## src/rtl/tgc_pkg.sv

```systemverilog
`default_nettype none
package tgc_pkg;
    localparam int SCREEN_WIDTH  = 400;
    localparam int SCREEN_HEIGHT = 300;
    localparam int STATUS_BAR_H  = 24;
    localparam int BACK_EDGE_Y   = 270;
    localparam int BACK_MINX     = 100;
    localparam int BACK_MAXX     = 300;
    localparam int BACK_DY       = 50;

    localparam logic [2:0] REG_PANEL_W = 3'd0;
    localparam logic [2:0] REG_PANEL_H = 3'd1;
    localparam logic [2:0] REG_ROT     = 3'd2;
    localparam logic [2:0] REG_SWIPE   = 3'd3;
    localparam logic [2:0] REG_STILL   = 3'd4;
    localparam logic [2:0] REG_LONG    = 3'd5;
    localparam logic [2:0] REG_HOLD    = 3'd6;

    typedef enum logic [3:0] {
        ACT_NONE = 4'd0, ACT_CONFIRM = 4'd1, ACT_LONG = 4'd2, ACT_HOME = 4'd3,
        ACT_BACK = 4'd4, ACT_LEFT = 4'd5, ACT_RIGHT = 4'd6, ACT_UP = 4'd7,
        ACT_DOWN = 4'd8
    } action_t;

    typedef enum logic [1:0] {GS_IDLE = 2'd0, GS_PRESS = 2'd1, GS_WAIT = 2'd2} gstate_t;

    typedef enum logic [1:0] {MS_IDLE = 2'd0, MS_DIVX = 2'd1, MS_DIVY = 2'd2,
                              MS_DONE = 2'd3} mstate_t;

    // one queued sample after scaling and rotation
    typedef struct packed {
        logic        pressed;
        logic [15:0] raw_x;
        logic [15:0] raw_y;
        logic [31:0] time_ms;
        logic [8:0]  scr_x;
        logic [8:0]  scr_y;
    } sample_t;

    typedef struct packed {
        logic [15:0] panel_w;
        logic [15:0] panel_h;
        logic [1:0]  rot;
        logic [9:0]  swipe_min;
        logic [9:0]  still_max;
        logic [15:0] long_ms;
        logic [15:0] hold_ms;
    } cfg_t;
endpackage
`default_nettype wire

```

## src/rtl/touch_gesture_classifier.sv

```systemverilog
`default_nettype none
// Touch gesture classifier.
// Input stream s_axis: one touch sample per word. Output stream m_axis: exactly
// one result word per sample, in order.
// Configuration: cfg_we/cfg_index/cfg_data write one register per cycle; the
// user must write only while the block is idle, as the block does not enforce it.
// A front mapper scales the raw point by the panel resolution, if nonzero, with a
// one-bit-per-cycle divider (two divisions, one per axis), clamps and
// rotates it, then pushes it into a two-entry queue. The back classifier pops
// one sample per cycle while the queue holds one and the output register is free,
// runs the gesture machine and loads the output register. The mapper takes a
// new sample only after it has pushed the last one into the queue.
// Reset clears the gesture state, queue and output valid, and loads the
// register defaults. When m_axis_tready is low the result is held; the queue
// fills with two samples and the mapper holds a third before s_axis_tready
// stays low.
module touch_gesture_classifier (
    input  wire logic        aclk,
    input  wire logic        aresetn,
    input  wire logic        cfg_we,
    input  wire logic [2:0]  cfg_index,
    input  wire logic [15:0] cfg_data,
    input  wire logic        s_axis_tvalid,
    output logic             s_axis_tready,
    // touch_pressed[0], raw_x[16:1], raw_y[32:17], time_ms[64:33], zero pad
    input  wire logic [71:0] s_axis_tdata,
    output logic             m_axis_tvalid,
    input  wire logic        m_axis_tready,
    // action[3:0], tap_valid[4], tap_x[13:5], tap_y[22:14], touch_down[23],
    // live_x[32:24], live_y[41:33], zero pad
    output logic [47:0]      m_axis_tdata
);
    import tgc_pkg::*;
    cfg_t    cfg_reg;
    logic    q_push, q_full, q_pop, q_empty;
    sample_t q_in, q_out;
    logic [41:0] word;

    always_ff @(posedge aclk) begin
        if (!aresetn) begin
            cfg_reg <= '{panel_w: 16'd0, panel_h: 16'd0, rot: 2'd0, swipe_min: 10'd40,
                         still_max: 10'd20, long_ms: 16'd800, hold_ms: 16'd3000};
        end else if (cfg_we) begin
            case (cfg_index)
                REG_PANEL_W: cfg_reg.panel_w   <= cfg_data;
                REG_PANEL_H: cfg_reg.panel_h   <= cfg_data;
                REG_ROT:     cfg_reg.rot       <= cfg_data[1:0];
                REG_SWIPE:   cfg_reg.swipe_min <= cfg_data[9:0];
                REG_STILL:   cfg_reg.still_max <= cfg_data[9:0];
                REG_LONG:    cfg_reg.long_ms   <= cfg_data;
                REG_HOLD:    cfg_reg.hold_ms   <= cfg_data;
                default: ;
            endcase
        end
    end

    tgc_mapper u_map (
        .aclk(aclk), .aresetn(aresetn), .cfg(cfg_reg), .in_valid(s_axis_tvalid),
        .in_ready(s_axis_tready), .in_word(s_axis_tdata[64:0]), .q_push(q_push),
        .q_data(q_in), .q_full(q_full)
    );

    tgc_fifo u_fifo (
        .aclk(aclk), .aresetn(aresetn), .push(q_push), .push_data(q_in), .full(q_full),
        .pop(q_pop), .empty(q_empty), .pop_data(q_out)
    );

    tgc_classifier u_cls (
        .aclk(aclk), .aresetn(aresetn), .cfg(cfg_reg), .q_empty(q_empty),
        .q_data(q_out), .q_pop(q_pop), .out_valid(m_axis_tvalid),
        .out_ready(m_axis_tready), .out_word(word)
    );

    assign m_axis_tdata = {6'd0, word};
endmodule
`default_nettype wire

```

## src/rtl/tgc_divider.sv

```systemverilog
`default_nettype none
// unsigned restoring divider, one quotient bit a cycle
module tgc_divider (
    input  wire logic        aclk,
    input  wire logic        aresetn,
    input  wire logic        start,
    input  wire logic [24:0] dividend,
    input  wire logic [15:0] divisor,
    output logic             done,
    output logic [24:0]      quotient
);
    import tgc_pkg::*;
    logic [24:0] quo_reg, quo_next;
    logic [15:0] rem_reg, rem_next;
    logic [4:0]  cnt_reg, cnt_next;
    logic        busy_reg, busy_next;
    logic [16:0] trial;
    logic [16:0] diff;

    always_comb begin
        quo_next  = quo_reg;
        rem_next  = rem_reg;
        cnt_next  = cnt_reg;
        busy_next = busy_reg;
        trial     = {rem_reg, quo_reg[24]};
        diff      = trial - {1'b0, divisor};
        done      = 1'b0;
        if (start) begin
            quo_next  = dividend;
            rem_next  = '0;
            cnt_next  = 5'd0;
            busy_next = 1'b1;
        end else if (busy_reg) begin
            // remainder stays below the divisor, so 16 bits hold it
            if (trial >= {1'b0, divisor}) begin
                rem_next = diff[15:0];
                quo_next = {quo_reg[23:0], 1'b1};
            end else begin
                rem_next = trial[15:0];
                quo_next = {quo_reg[23:0], 1'b0};
            end
            cnt_next = cnt_reg + 5'd1;
            if (cnt_reg == 5'd24) begin
                busy_next = 1'b0;
                done      = 1'b1;
            end
        end
    end

    assign quotient = quo_next;

    always_ff @(posedge aclk) begin
        quo_reg <= quo_next;
        rem_reg <= rem_next;
        cnt_reg <= cnt_next;
        if (!aresetn) busy_reg <= 1'b0;
        else          busy_reg <= busy_next;
    end
endmodule
`default_nettype wire

```

## src/rtl/tgc_mapper.sv

```systemverilog
`default_nettype none
// front part: scale, clamp and rotate one sample, push it to the queue
module tgc_mapper (
    input  wire logic             aclk,
    input  wire logic             aresetn,
    input  wire tgc_pkg::cfg_t    cfg,
    input  wire logic             in_valid,
    output logic                  in_ready,
    input  wire logic [64:0]      in_word,
    output logic                  q_push,
    output tgc_pkg::sample_t      q_data,
    input  wire logic             q_full
);
    import tgc_pkg::*;
    mstate_t state_reg, state_next;
    logic        pressed_reg;
    logic [15:0] rx_reg, ry_reg;
    logic [31:0] t_reg;
    logic [15:0] sx_reg, sy_reg;  // signed scaled values
    logic        div_start, div_done;
    logic [24:0] dividend, quotient;
    logic [15:0] divisor;
    logic        scale_en, neg;
    logic [24:0] prod_mag;
    logic [15:0] src, mag16, qs;
    logic [8:0]  cx, cy;
    logic        first_reg;
    logic        busy_any;
    logic        run_reg;

    assign scale_en = (cfg.panel_w != 16'd0) && (cfg.panel_h != 16'd0);
    assign src      = (state_reg == MS_DIVX) ? rx_reg : ry_reg;
    assign neg      = src[15];
    assign mag16    = neg ? (16'd0 - src) : src;
    assign divisor  = (state_reg == MS_DIVX) ? cfg.panel_w : cfg.panel_h;

    always_ff @(posedge aclk) begin
        prod_mag <= (state_reg == MS_DIVX || (state_reg == MS_IDLE))
                    ? 25'(mag16) * 25'(SCREEN_WIDTH) : 25'(mag16) * 25'(SCREEN_HEIGHT);
    end
    assign dividend  = prod_mag;
    // quotient saturated to 32767, so the 25-bit result fits the 16-bit signed value
    logic [24:0] qclip;
    assign qclip = quotient;
    assign qs = (qclip > 25'd32767) ? 16'd32767 : qclip[15:0];

    always_comb begin
        state_next = state_reg;
        in_ready   = 1'b0;
        div_start  = 1'b0;
        q_push     = 1'b0;
        case (state_reg)
            MS_IDLE: begin
                in_ready = 1'b1;
                if (in_valid) state_next = scale_en ? MS_DIVX : MS_DONE;
            end
            MS_DIVX: begin
                div_start = first_reg;
                if (div_done) state_next = MS_DIVY;
            end
            MS_DIVY: begin
                div_start = first_reg;
                if (div_done) state_next = MS_DONE;
            end
            MS_DONE: begin
                if (!q_full) begin
                    q_push     = 1'b1;
                    state_next = MS_IDLE;
                end
            end
            default: state_next = MS_IDLE;
        endcase
    end

    tgc_divider u_div (
        .aclk(aclk), .aresetn(aresetn), .start(div_start), .dividend(dividend),
        .divisor(divisor), .done(div_done), .quotient(quotient)
    );

    always_ff @(posedge aclk) begin
        if (!aresetn) begin
            state_reg <= MS_IDLE;
            first_reg <= 1'b0;
        end else begin
            state_reg <= state_next;
            // let the product register load before starting
            if (state_next != state_reg) first_reg <= 1'b0;
            else first_reg <= (state_reg == MS_DIVX || state_reg == MS_DIVY) &&
                              !first_reg && !div_start && !busy_any;
        end
        if (in_ready && in_valid) begin
            pressed_reg <= in_word[0];
            rx_reg      <= in_word[16:1];
            ry_reg      <= in_word[32:17];
            t_reg       <= in_word[64:33];
            sx_reg      <= in_word[16:1];
            sy_reg      <= in_word[32:17];
        end
        if (div_done && state_reg == MS_DIVX) sx_reg <= neg ? (16'd0 - qs) : qs;
        if (div_done && state_reg == MS_DIVY) sy_reg <= neg ? (16'd0 - qs) : qs;
    end

    // divider busy tracking so start fires exactly once per phase
    always_ff @(posedge aclk) begin
        if (!aresetn) run_reg <= 1'b0;
        else if (div_start) run_reg <= 1'b1;
        else if (div_done || state_reg == MS_IDLE) run_reg <= 1'b0;
    end
    assign busy_any = run_reg;

    always_comb begin
        if (sx_reg[15])                                   cx = 9'd0;
        else if (sx_reg > 16'(SCREEN_WIDTH - 1))          cx = 9'(SCREEN_WIDTH - 1);
        else                                              cx = sx_reg[8:0];
        if (sy_reg[15])                                   cy = 9'd0;
        else if (sy_reg > 16'(SCREEN_HEIGHT - 1))         cy = 9'(SCREEN_HEIGHT - 1);
        else                                              cy = sy_reg[8:0];
        q_data.pressed = pressed_reg;
        q_data.raw_x   = rx_reg;
        q_data.raw_y   = ry_reg;
        q_data.time_ms = t_reg;
        case (cfg.rot)
            2'd1: begin
                q_data.scr_x = 9'(SCREEN_WIDTH - 1) - cx;
                q_data.scr_y = 9'(SCREEN_HEIGHT - 1) - cy;
            end
            2'd2: begin
                q_data.scr_x = cy;
                q_data.scr_y = 9'(SCREEN_WIDTH - 1) - cx;
            end
            2'd3: begin
                q_data.scr_x = 9'(SCREEN_HEIGHT - 1) - cy;
                q_data.scr_y = cx;
            end
            default: begin
                q_data.scr_x = cx;
                q_data.scr_y = cy;
            end
        endcase
    end
endmodule
`default_nettype wire

```

## src/rtl/tgc_fifo.sv

```systemverilog
`default_nettype none
// two-entry queue between mapper and classifier
module tgc_fifo (
    input  wire logic              aclk,
    input  wire logic              aresetn,
    input  wire logic              push,
    input  wire tgc_pkg::sample_t  push_data,
    output logic                   full,
    input  wire logic              pop,
    output logic                   empty,
    output tgc_pkg::sample_t       pop_data
);
    import tgc_pkg::*;
    sample_t    mem [2];
    logic       wr_reg, rd_reg;
    logic [1:0] cnt_reg;

    assign full     = (cnt_reg == 2'd2);
    assign empty    = (cnt_reg == 2'd0);
    assign pop_data = mem[rd_reg];

    always_ff @(posedge aclk) begin
        if (push && !full) mem[wr_reg] <= push_data;
        if (!aresetn) begin
            wr_reg  <= 1'b0;
            rd_reg  <= 1'b0;
            cnt_reg <= 2'd0;
        end else begin
            if (push && !full) wr_reg <= ~wr_reg;
            if (pop && !empty) rd_reg <= ~rd_reg;
            cnt_reg <= cnt_reg + 2'(push && !full) - 2'(pop && !empty);
        end
    end
endmodule
`default_nettype wire

```

## src/rtl/tgc_classifier.sv

```systemverilog
`default_nettype none
// back part: gesture state machine and output register
module tgc_classifier (
    input  wire logic              aclk,
    input  wire logic              aresetn,
    input  wire tgc_pkg::cfg_t     cfg,
    input  wire logic              q_empty,
    input  wire tgc_pkg::sample_t  q_data,
    output logic                   q_pop,
    output logic                   out_valid,
    input  wire logic              out_ready,
    output logic [41:0]            out_word
);
    import tgc_pkg::*;
    gstate_t     gs_reg, gs_next;
    logic signed [15:0] ox_reg, oy_reg, lx_reg, ly_reg;
    logic [8:0]  osx_reg, osy_reg, px_reg, py_reg;
    logic [31:0] pt_reg;
    logic        home_reg;
    logic        valid_reg;
    logic [41:0] word_reg;

    logic        take;
    logic signed [16:0] dx, dy, hdx, hdy;
    logic [16:0] adx, ady, hadx, hady;
    logic [31:0] dt;
    action_t     act;
    logic        tap;
    logic [8:0]  nx, ny;

    assign take  = !q_empty && (!valid_reg || out_ready);
    assign q_pop = take;
    assign dt    = q_data.time_ms - pt_reg;
    assign dx    = 17'(lx_reg) - 17'(ox_reg);
    assign dy    = 17'(ly_reg) - 17'(oy_reg);
    assign adx   = dx[16] ? 17'(-dx) : 17'(dx);
    assign ady   = dy[16] ? 17'(-dy) : 17'(dy);
    assign hdx   = 17'($signed(q_data.raw_x)) - 17'(ox_reg);
    assign hdy   = 17'($signed(q_data.raw_y)) - 17'(oy_reg);
    assign hadx  = hdx[16] ? 17'(-hdx) : 17'(hdx);
    assign hady  = hdy[16] ? 17'(-hdy) : 17'(hdy);

    always_comb begin
        gs_next = gs_reg;
        act     = ACT_NONE;
        tap     = 1'b0;
        case (gs_reg)
            GS_PRESS: begin
                if (q_data.pressed) begin
                    if (!home_reg && osy_reg < 9'(STATUS_BAR_H) && !dt[31] &&
                        dt >= 32'(cfg.hold_ms) && hadx < 17'(cfg.still_max) &&
                        hady < 17'(cfg.still_max)) begin
                        act     = ACT_HOME;
                        gs_next = GS_WAIT;
                    end
                end else begin
                    if (dt >= 32'(cfg.long_ms) && osy_reg >= 9'(STATUS_BAR_H) &&
                        adx < 17'(cfg.still_max) && ady < 17'(cfg.still_max)) begin
                        act = ACT_LONG;
                        tap = 1'b1;
                    end else if (adx < 17'(cfg.swipe_min) && ady < 17'(cfg.swipe_min)) begin
                        act = ACT_CONFIRM;
                        tap = 1'b1;
                    end else if (oy_reg >= 16'sd270 && ox_reg >= 16'sd100 &&
                                 ox_reg <= 16'sd300 && dy <= -17'sd50) begin
                        act = ACT_BACK;
                    end else if (adx >= ady) begin
                        act = (dx > 17'sd0) ? ACT_RIGHT : ACT_LEFT;
                    end else begin
                        act = (dy > 17'sd0) ? ACT_DOWN : ACT_UP;
                    end
                    gs_next = GS_IDLE;
                end
            end
            GS_WAIT: begin
                if (!q_data.pressed) gs_next = GS_IDLE;
            end
            default: begin
                gs_next = q_data.pressed ? GS_PRESS : GS_IDLE;
            end
        endcase
        nx = q_data.pressed ? q_data.scr_x : px_reg;
        ny = q_data.pressed ? q_data.scr_y : py_reg;
    end

    assign out_valid = valid_reg;
    assign out_word  = word_reg;

    always_ff @(posedge aclk) begin
        if (!aresetn) begin
            gs_reg    <= GS_IDLE;
            valid_reg <= 1'b0;
            ox_reg <= '0; oy_reg <= '0; lx_reg <= '0; ly_reg <= '0;
            osx_reg <= '0; osy_reg <= '0; pt_reg <= '0; home_reg <= 1'b0;
            px_reg <= '0; py_reg <= '0;
        end else begin
            if (valid_reg && out_ready) valid_reg <= 1'b0;
            if (take) begin
                gs_reg    <= gs_next;
                valid_reg <= 1'b1;
                px_reg    <= nx;
                py_reg    <= ny;
                word_reg  <= {ny, nx, q_data.pressed,
                              tap ? osy_reg : 9'd0, tap ? osx_reg : 9'd0,
                              tap, act};
                if (gs_reg == GS_PRESS && q_data.pressed) begin
                    lx_reg <= q_data.raw_x;
                    ly_reg <= q_data.raw_y;
                    if (act == ACT_HOME) home_reg <= 1'b1;
                end
                if (gs_reg != GS_PRESS && gs_reg != GS_WAIT && q_data.pressed) begin
                    ox_reg   <= q_data.raw_x;
                    oy_reg   <= q_data.raw_y;
                    lx_reg   <= q_data.raw_x;
                    ly_reg   <= q_data.raw_y;
                    osx_reg  <= q_data.scr_x;
                    osy_reg  <= q_data.scr_y;
                    pt_reg   <= q_data.time_ms;
                    home_reg <= 1'b0;
                end
            end
        end
    end
endmodule
`default_nettype wire

```

## config.mk

```make
export PLATFORM = sky130hd
export DESIGN_NAME = touch_gesture_classifier
export DESIGN_NICKNAME = d
export VERILOG_FILES = /design/src/rtl/tgc_pkg.sv /design/src/rtl/touch_gesture_classifier.sv /design/src/rtl/tgc_divider.sv /design/src/rtl/tgc_mapper.sv /design/src/rtl/tgc_fifo.sv /design/src/rtl/tgc_classifier.sv
export SDC_FILE = /design/constraint.sdc
export NUM_CORES = 2
export LEC_CHECK = 0
export BUFFER_PORTS_ARGS = -buffer_cell sky130_fd_sc_hd__buf_2
export CAP_MARGIN = 40
export CORE_ASPECT_RATIO = 1.25
export CORE_UTILIZATION = 30
export DETAILED_ROUTE_END_ITERATION = 16
export GPL_TIMING_DRIVEN = 0
export PLACE_DENSITY = 0.49
export SLEW_MARGIN = 20
export SYNTH_ARGS = -nofsm -noshare
export SYNTH_HDL_FRONTEND = slang
export SYNTH_SLANG_ARGS = --single-unit
```

## constraint.sdc

```tcl
create_clock -name aclk -period 7.88 [get_ports aclk]
set_input_delay 1.97 -clock aclk [delete_from_list [all_inputs] [get_ports aclk]]
set_output_delay 1.97 -clock aclk [all_outputs]
set_load 0.005 [all_outputs]
```

* Word level (Yosys, flattened, before mapping)
Memories as Yosys holds them, arrays and structs flattened. A register that Yosys moved wholly into a read port is not among the register bits.
Index checks and enable logic that the tools add are counted.
** Storage, ports and cells
- Memories kept :: 1
- Word-level logic and storage cells :: 242
- Memory bits (writable) :: 166
- Output and inout bits :: 50
- Input port bits :: 96
- Flip-flop bits (word level) :: 441
** Operators by class
- Magnitude comparators :: 21
- Multipliers :: 2
- Add/subtract/negate cells :: 17
- Reductions and logical operators :: 63
- Bitwise operators :: 3
- Multiplexer cells :: 74
- Equal/unequal tests :: 22
** Memory list
- u_fifo.mem :: depth 2, bits a word 83, rd ports 1, clocked after Yosys merged registers in 1, wr ports 1, line tgc_fifo.sv:14 : sample_t mem [2];
** Operator list (count)
- $mux 16 :: 14
- $lt 17x10->1 :: 6
- $mux 25 :: 3
- $mux 17 :: 4
- $neg 17->17 :: 4
- $sub 16x16->17 :: 4
- $ge 32x16->1 :: 2
- $mux 9 :: 6
- $pmux 18 s3 :: 1
- $gt 17x1->1 const B :: 2
- $gt 16x9->1 const B :: 2
- $reduce_bool 16->1 :: 2
- $sub 1x16->16 const A :: 2
- $sub 32x32->32 :: 1
- $mux 4 :: 7
- $mux 1 :: 27
- $logic_and 1x1->1 :: 26
- $gt 25x15->1 const B :: 1
- $mul 16x7->23 const B :: 1
- $mul 16x5->21 const B :: 1
- $mux 2 :: 10
- $reduce_and 2->1 :: 10
- $sub 9x9->9 const A :: 2
- $ge 17x16->1 :: 1
- other kinds (32) :: 63

* Longest topological paths before layout
- Depth in word-level cells :: 14
- Gate-level depth with buffers :: 27
- Depth with buffers taken out :: 26

* Cells and area by module
Synthesis repeated with hierarchy kept, for this count alone.
** Unflattened totals
- Cells, all modules :: 4080
- Area, all modules :: 39417.8 um^2
** Modules (own cells, without submodules)
- tgc_classifier :: area each 16449.5 um^2, times used 1, cells each 2078, sequential area each 3983.8 um^2
- tgc_mapper :: area each 9828.2 um^2, times used 1, cells each 1008, sequential area each 3453.3 um^2
- tgc_fifo :: area each 6518.8 um^2, times used 1, cells each 284, sequential area each 5084.9 um^2
- touch_gesture_classifier :: area each 3359.5 um^2, times used 1, cells each 324, sequential area each 1721.7 um^2
- tgc_divider :: area each 3261.9 um^2, times used 1, cells each 386, sequential area each 940.9 um^2

* Worst setup path before layout
Ideal clock, no wire load.
- Path kind :: flip-flop to flip-flop
- Start point :: reg u_map.state_reg[1]
- End point :: reg u_map.prod_mag[23], in the netlist u_map.dividend[23]
- Library setup time :: 0.120 ns
- Arrival :: 6.535 ns
- Required time :: 7.760 ns
- Setup slack :: 1.225 ns
- Period minus slack after synthesis :: 6.655 ns
- Buffers on the path :: 5
- Stages on the path, launching flop included :: 27
- Path through :: dfxtp_1 > inv_1 > ha_1 > clkbuf_1 > clkbuf_1 > buf_1 > clkbuf_1 > buf_1 > o21ai_0 > xor2_1 > ha_1 > ha_1 > inv_1 > fa_1 > inv_1 > fa_1 > ha_1 > and2_1 > o21ai_0 > o31ai_1 > o41ai_1 > o21ai_0 > a21oi_1 > nor2b_1 > o21ai_0 > nor4b_1 > a211o_1
** Between the ends
- Word-level cells in the longest chain between the ends :: 6
- Elaborated cells on any way between the ends :: 9
- Classes of those cells :: add/sub (1); mul (2); eq/ne (1); mux (3); reduce/logical (2)
** RTL lines
- start: declaration :: line tgc_mapper.sv:15 : mstate_t state_reg, state_next;
- start signal: assignment :: line tgc_mapper.sv:85 : state_reg <= state_next;
- $eq 2x1->1 :: line tgc_mapper.sv:32, tgc_mapper.sv:38
- $mux 16 :: line tgc_mapper.sv:32 : assign src = (state_reg == MS_DIVX) ? rx_reg : ry_reg;
- $sub 1x16->16 :: line tgc_mapper.sv:34 : assign mag16 = neg ? (16'd0 - src) : src;
- $mux 16 :: line tgc_mapper.sv:34
- $mul 16x7->23 or $mul 16x5->21 (tied branches) :: line tgc_mapper.sv:39 : ? 25'(mag16) * 25'(SCREEN_WIDTH) : 25'(mag16) * 25'(SCREEN_HEIGHT);
- $mux 25 (*) :: line tgc_mapper.sv:39
- end signal: assignment :: line tgc_mapper.sv:38 : prod_mag <= (state_reg == MS_DIVX || (state_reg == MS_IDLE))
- end: declaration :: line tgc_mapper.sv:24 : logic [24:0] prod_mag;
Mark *: on every way between the ends. The rest lies on a longest branch, timed or not.
A chain may end at the register's enable or synchronous reset.

* Worst setup path in the final report
Ends and elaborated chain as after synthesis.

==> impl_metrics.ini <==
[route]
vias = 30000
met1_length_um = 50400
antenna_left = 0
drcViolationCount = 0
wl_met3_um = 4060
routedWlPerCell_um = 19.7
drtIter0Drc = 1787
first_pass_iters = 5
top_layer = met4
wl_um = 117000
wl_met2_um = 58800
vias_per_cell = 5.06

[sta]
fin_crit_ns = 7.39
clock_skew_ns = 0.0361
max_slew_margin = 0.388
min_period_over_period = 0.937
fmax_ghz = 0.135
final-hold-violation-count = 0
setup_violations = 0
rsz0062_at_grt = no
worst_pin_slew_ns = 0.911
setup_tns_ns = 0
slew_violations = 0

[cts]
clk_pin_slew_ns = 0.06
cts_tree = built
numCtsBuffers = 67
ctsResizeCount = 5
holdBufCountCts = 0
clk_latency_ns = 0.65
h-tree-depth = 3
cts_buffer_depth = 3
ctsRootBufferMaster = clkbuf_16
clock_sinks = 606
cts_setup_buffers = 0

[synth]
synth_edf_count = 305
ys_ff_latch = 606
synth-main-ff-cell = edfxtp_1
synth_cells = 4022
synthArstFlopShare = 0
syn-cell-area_um2 = 37900
syn_area_per_cell_um2 = 9.42
ys_seq_area_frac = 0.401
yosysWarnings = 0
ys_types = 100

[global_route]
grt_pass1_vias = 29100
antenna_found_initial = 2
overflow = 0
grt_max_degree = 53
track_usage = 0.180
grt_pass1_wl_um = 176000

[cells_and_area]
drive_above_1_share = 0.0955
final_nets = 4739
post-route-util = 0.346
area_growth_pct = 14.4
largest_register_ffs = 166

[setup_path]
setup.worst_path.class = flip-flop to flip-flop
cp-end-kind = flip-flop
crit_path_max_fanout = 10
start_kind = flip-flop
r2r_slack_ns = 0.49
required_ns = 8.40
startpoint = u_map.state_reg[1]
reg2reg_depth = 25
r2r_start = u_map.state_reg[1]
worstPathArrival_ns = 7.91

[floorplan]
floorplan.rows = 145
start_util = 0.303
core_um2 = 125000
pin_count = 146
die_w_um = 320
die_area_um2 = 128000
fp.dieH_um = 399

[place]
io_buffers = 132
hpwl_um = 94000
place.gp.congestion = 0.888

[hold_path]
holdCritStartpoint = u_map.t_reg[24]
hold_path_depth = 0
min_path_type = flip-flop to flip-flop

[run_status]
status = finished, final reports clean

[run]
maxCapViolations = 0
-- cell usage after synthesis (all sizes together), types with 18 or more instances --
master / number / share of area
nor2: 375 / 0.037
nand2: 359 / 0.036
ha: 343 / 0.11
inv: 335 / 0.033
edfxtp: 305 / 0.24
dfxtp: 301 / 0.16
a21oi: 277 / 0.037
o21ai: 203 / 0.027
mux2i: 166 / 0.044
clkbuf: 134 / 0.013
xnor2: 122 / 0.028
a211oi: 115 / 0.023
mux2: 62 / 0.018
nor3: 62 / 0.0083
xor2: 60 / 0.014
a21o: 54 / 0.011
nand2b: 45 / 0.0074
nand3: 43 / 0.0057
and2: 41 / 0.0068
nor4: 41 / 0.0068
fa: 40 / 0.021
nand4: 35 / 0.0059
o21a: 35 / 0.0069
o211ai: 33 / 0.0065
nor2b: 32 / 0.0053
buf: 28 / 0.0040
o31ai: 28 / 0.0055
and3: 26 / 0.0043
or3: 25 / 0.0041
a31oi: 24 / 0.0040
or2: 21 / 0.0035
a311oi: 20 / 0.0052
o21bai: 18 / 0.0036
-- placed cells by master, fill, tap and decap left out, types with 24 or more instances in the layout --
cell,instances
fa_1,40
clkbuf_16,68
and2_1,41
inv_1,334
nor4_1,41
dfxtp_1,301
nand2_1,359
a211oi_1,115
a31oi_1,24
nand2b_1,45
nor3_1,60
a21o_1,54
mux2_2,62
a21oi_1,277
o21a_1,35
or3_1,25
buf_2,143
o21ai_0,185
nand3_1,43
clkbuf_1,140
edfxtp_1,305
ha_1,343
o211ai_1,33
o31ai_1,28
nor2b_1,32
and3_1,25
nor2_1,373
mux2i_1,162
xnor2_1,119
xor2_1,58
nand4_1,34
-- metal layers --
metal,GRT usage,vias to the layer above
met2,0.327,631
met5,0,-
met4,0.0633,0
met1,0.220,14300
li1,-,14900
met3,0.0188,145
-- cells by family (layout without fill, tap and decap cells) --
family                     after synthesis  in the layout  synth area share
DFF                                    606            606             0.401
AOI/OAI and AO/OA                      960            960             0.166
and+or+nand+nor                       1162           1162             0.144
muxes                                  228            228            0.0623
xor gates and xnor gates               182            182            0.0423
other                                    1              7         0.0000989
adders and majority gates              383            383             0.134
buffers and inverters                  500            786            0.0507
-- path summary, 6_finish.rpt --
kind,endpoint
max,u_map.dividend[23]
min,u_fifo.mem[0][42]
max reg2reg,u_map.dividend[23]
min reg2reg,u_fifo.mem[0][42]
-- per-stage QoR --
stage	hold slack, ns	instances	cell area, µm²	setup WS (ns)
finish	0.440	5931	43400	0.493
global route	0.450	5930	43400	0.0539
CTS	0.444	5930	43300	0.170
detailed placement	0.430	5808	41100	-0.880
global placement	0.427	5776	40600	-1.22
floorplan	0.421	4027	37900	1.22
-- worst max-delay path, stage by stage (launching register included) --
cell and delay, ns:
dfxtp_1 0.38, inv_1 0.11, ha_1 0.39, clkbuf_2 0.34, buf_2 0.35, clkbuf_2 0.35, buf_2 0.39, o21ai_0 0.21
xnor2_1 0.34, buf_2 0.29, ha_1 0.26, ha_1 0.29, inv_1 0.06, fa_1 0.51, fa_1 0.53, inv_1 0.04
ha_1 0.22, a211oi_1 0.42, o31ai_1 0.21, o41ai_2 0.40, o21ai_0 0.25, a21oi_1 0.19, nor2b_1 0.07, o21ai_0 0.27
nor4b_1 0.10, a211o_1 0.27
-- layout make-up --
cell class                 count  area, µm²
fill                       13000      81800
multi-input combinational   2921      20900
sequential                   606      15200
tap                         1617       2020
clock buffer                  90       1860
inverter                     338       1270
timing repair buffer         166       1070
buffer                       160        654
clock inverter                32        389
antenna                        1       2.50
Power is left out: the tool's default activity adds up to more than one toggle a clock period on the data nets, which glitch-free logic cannot reach.
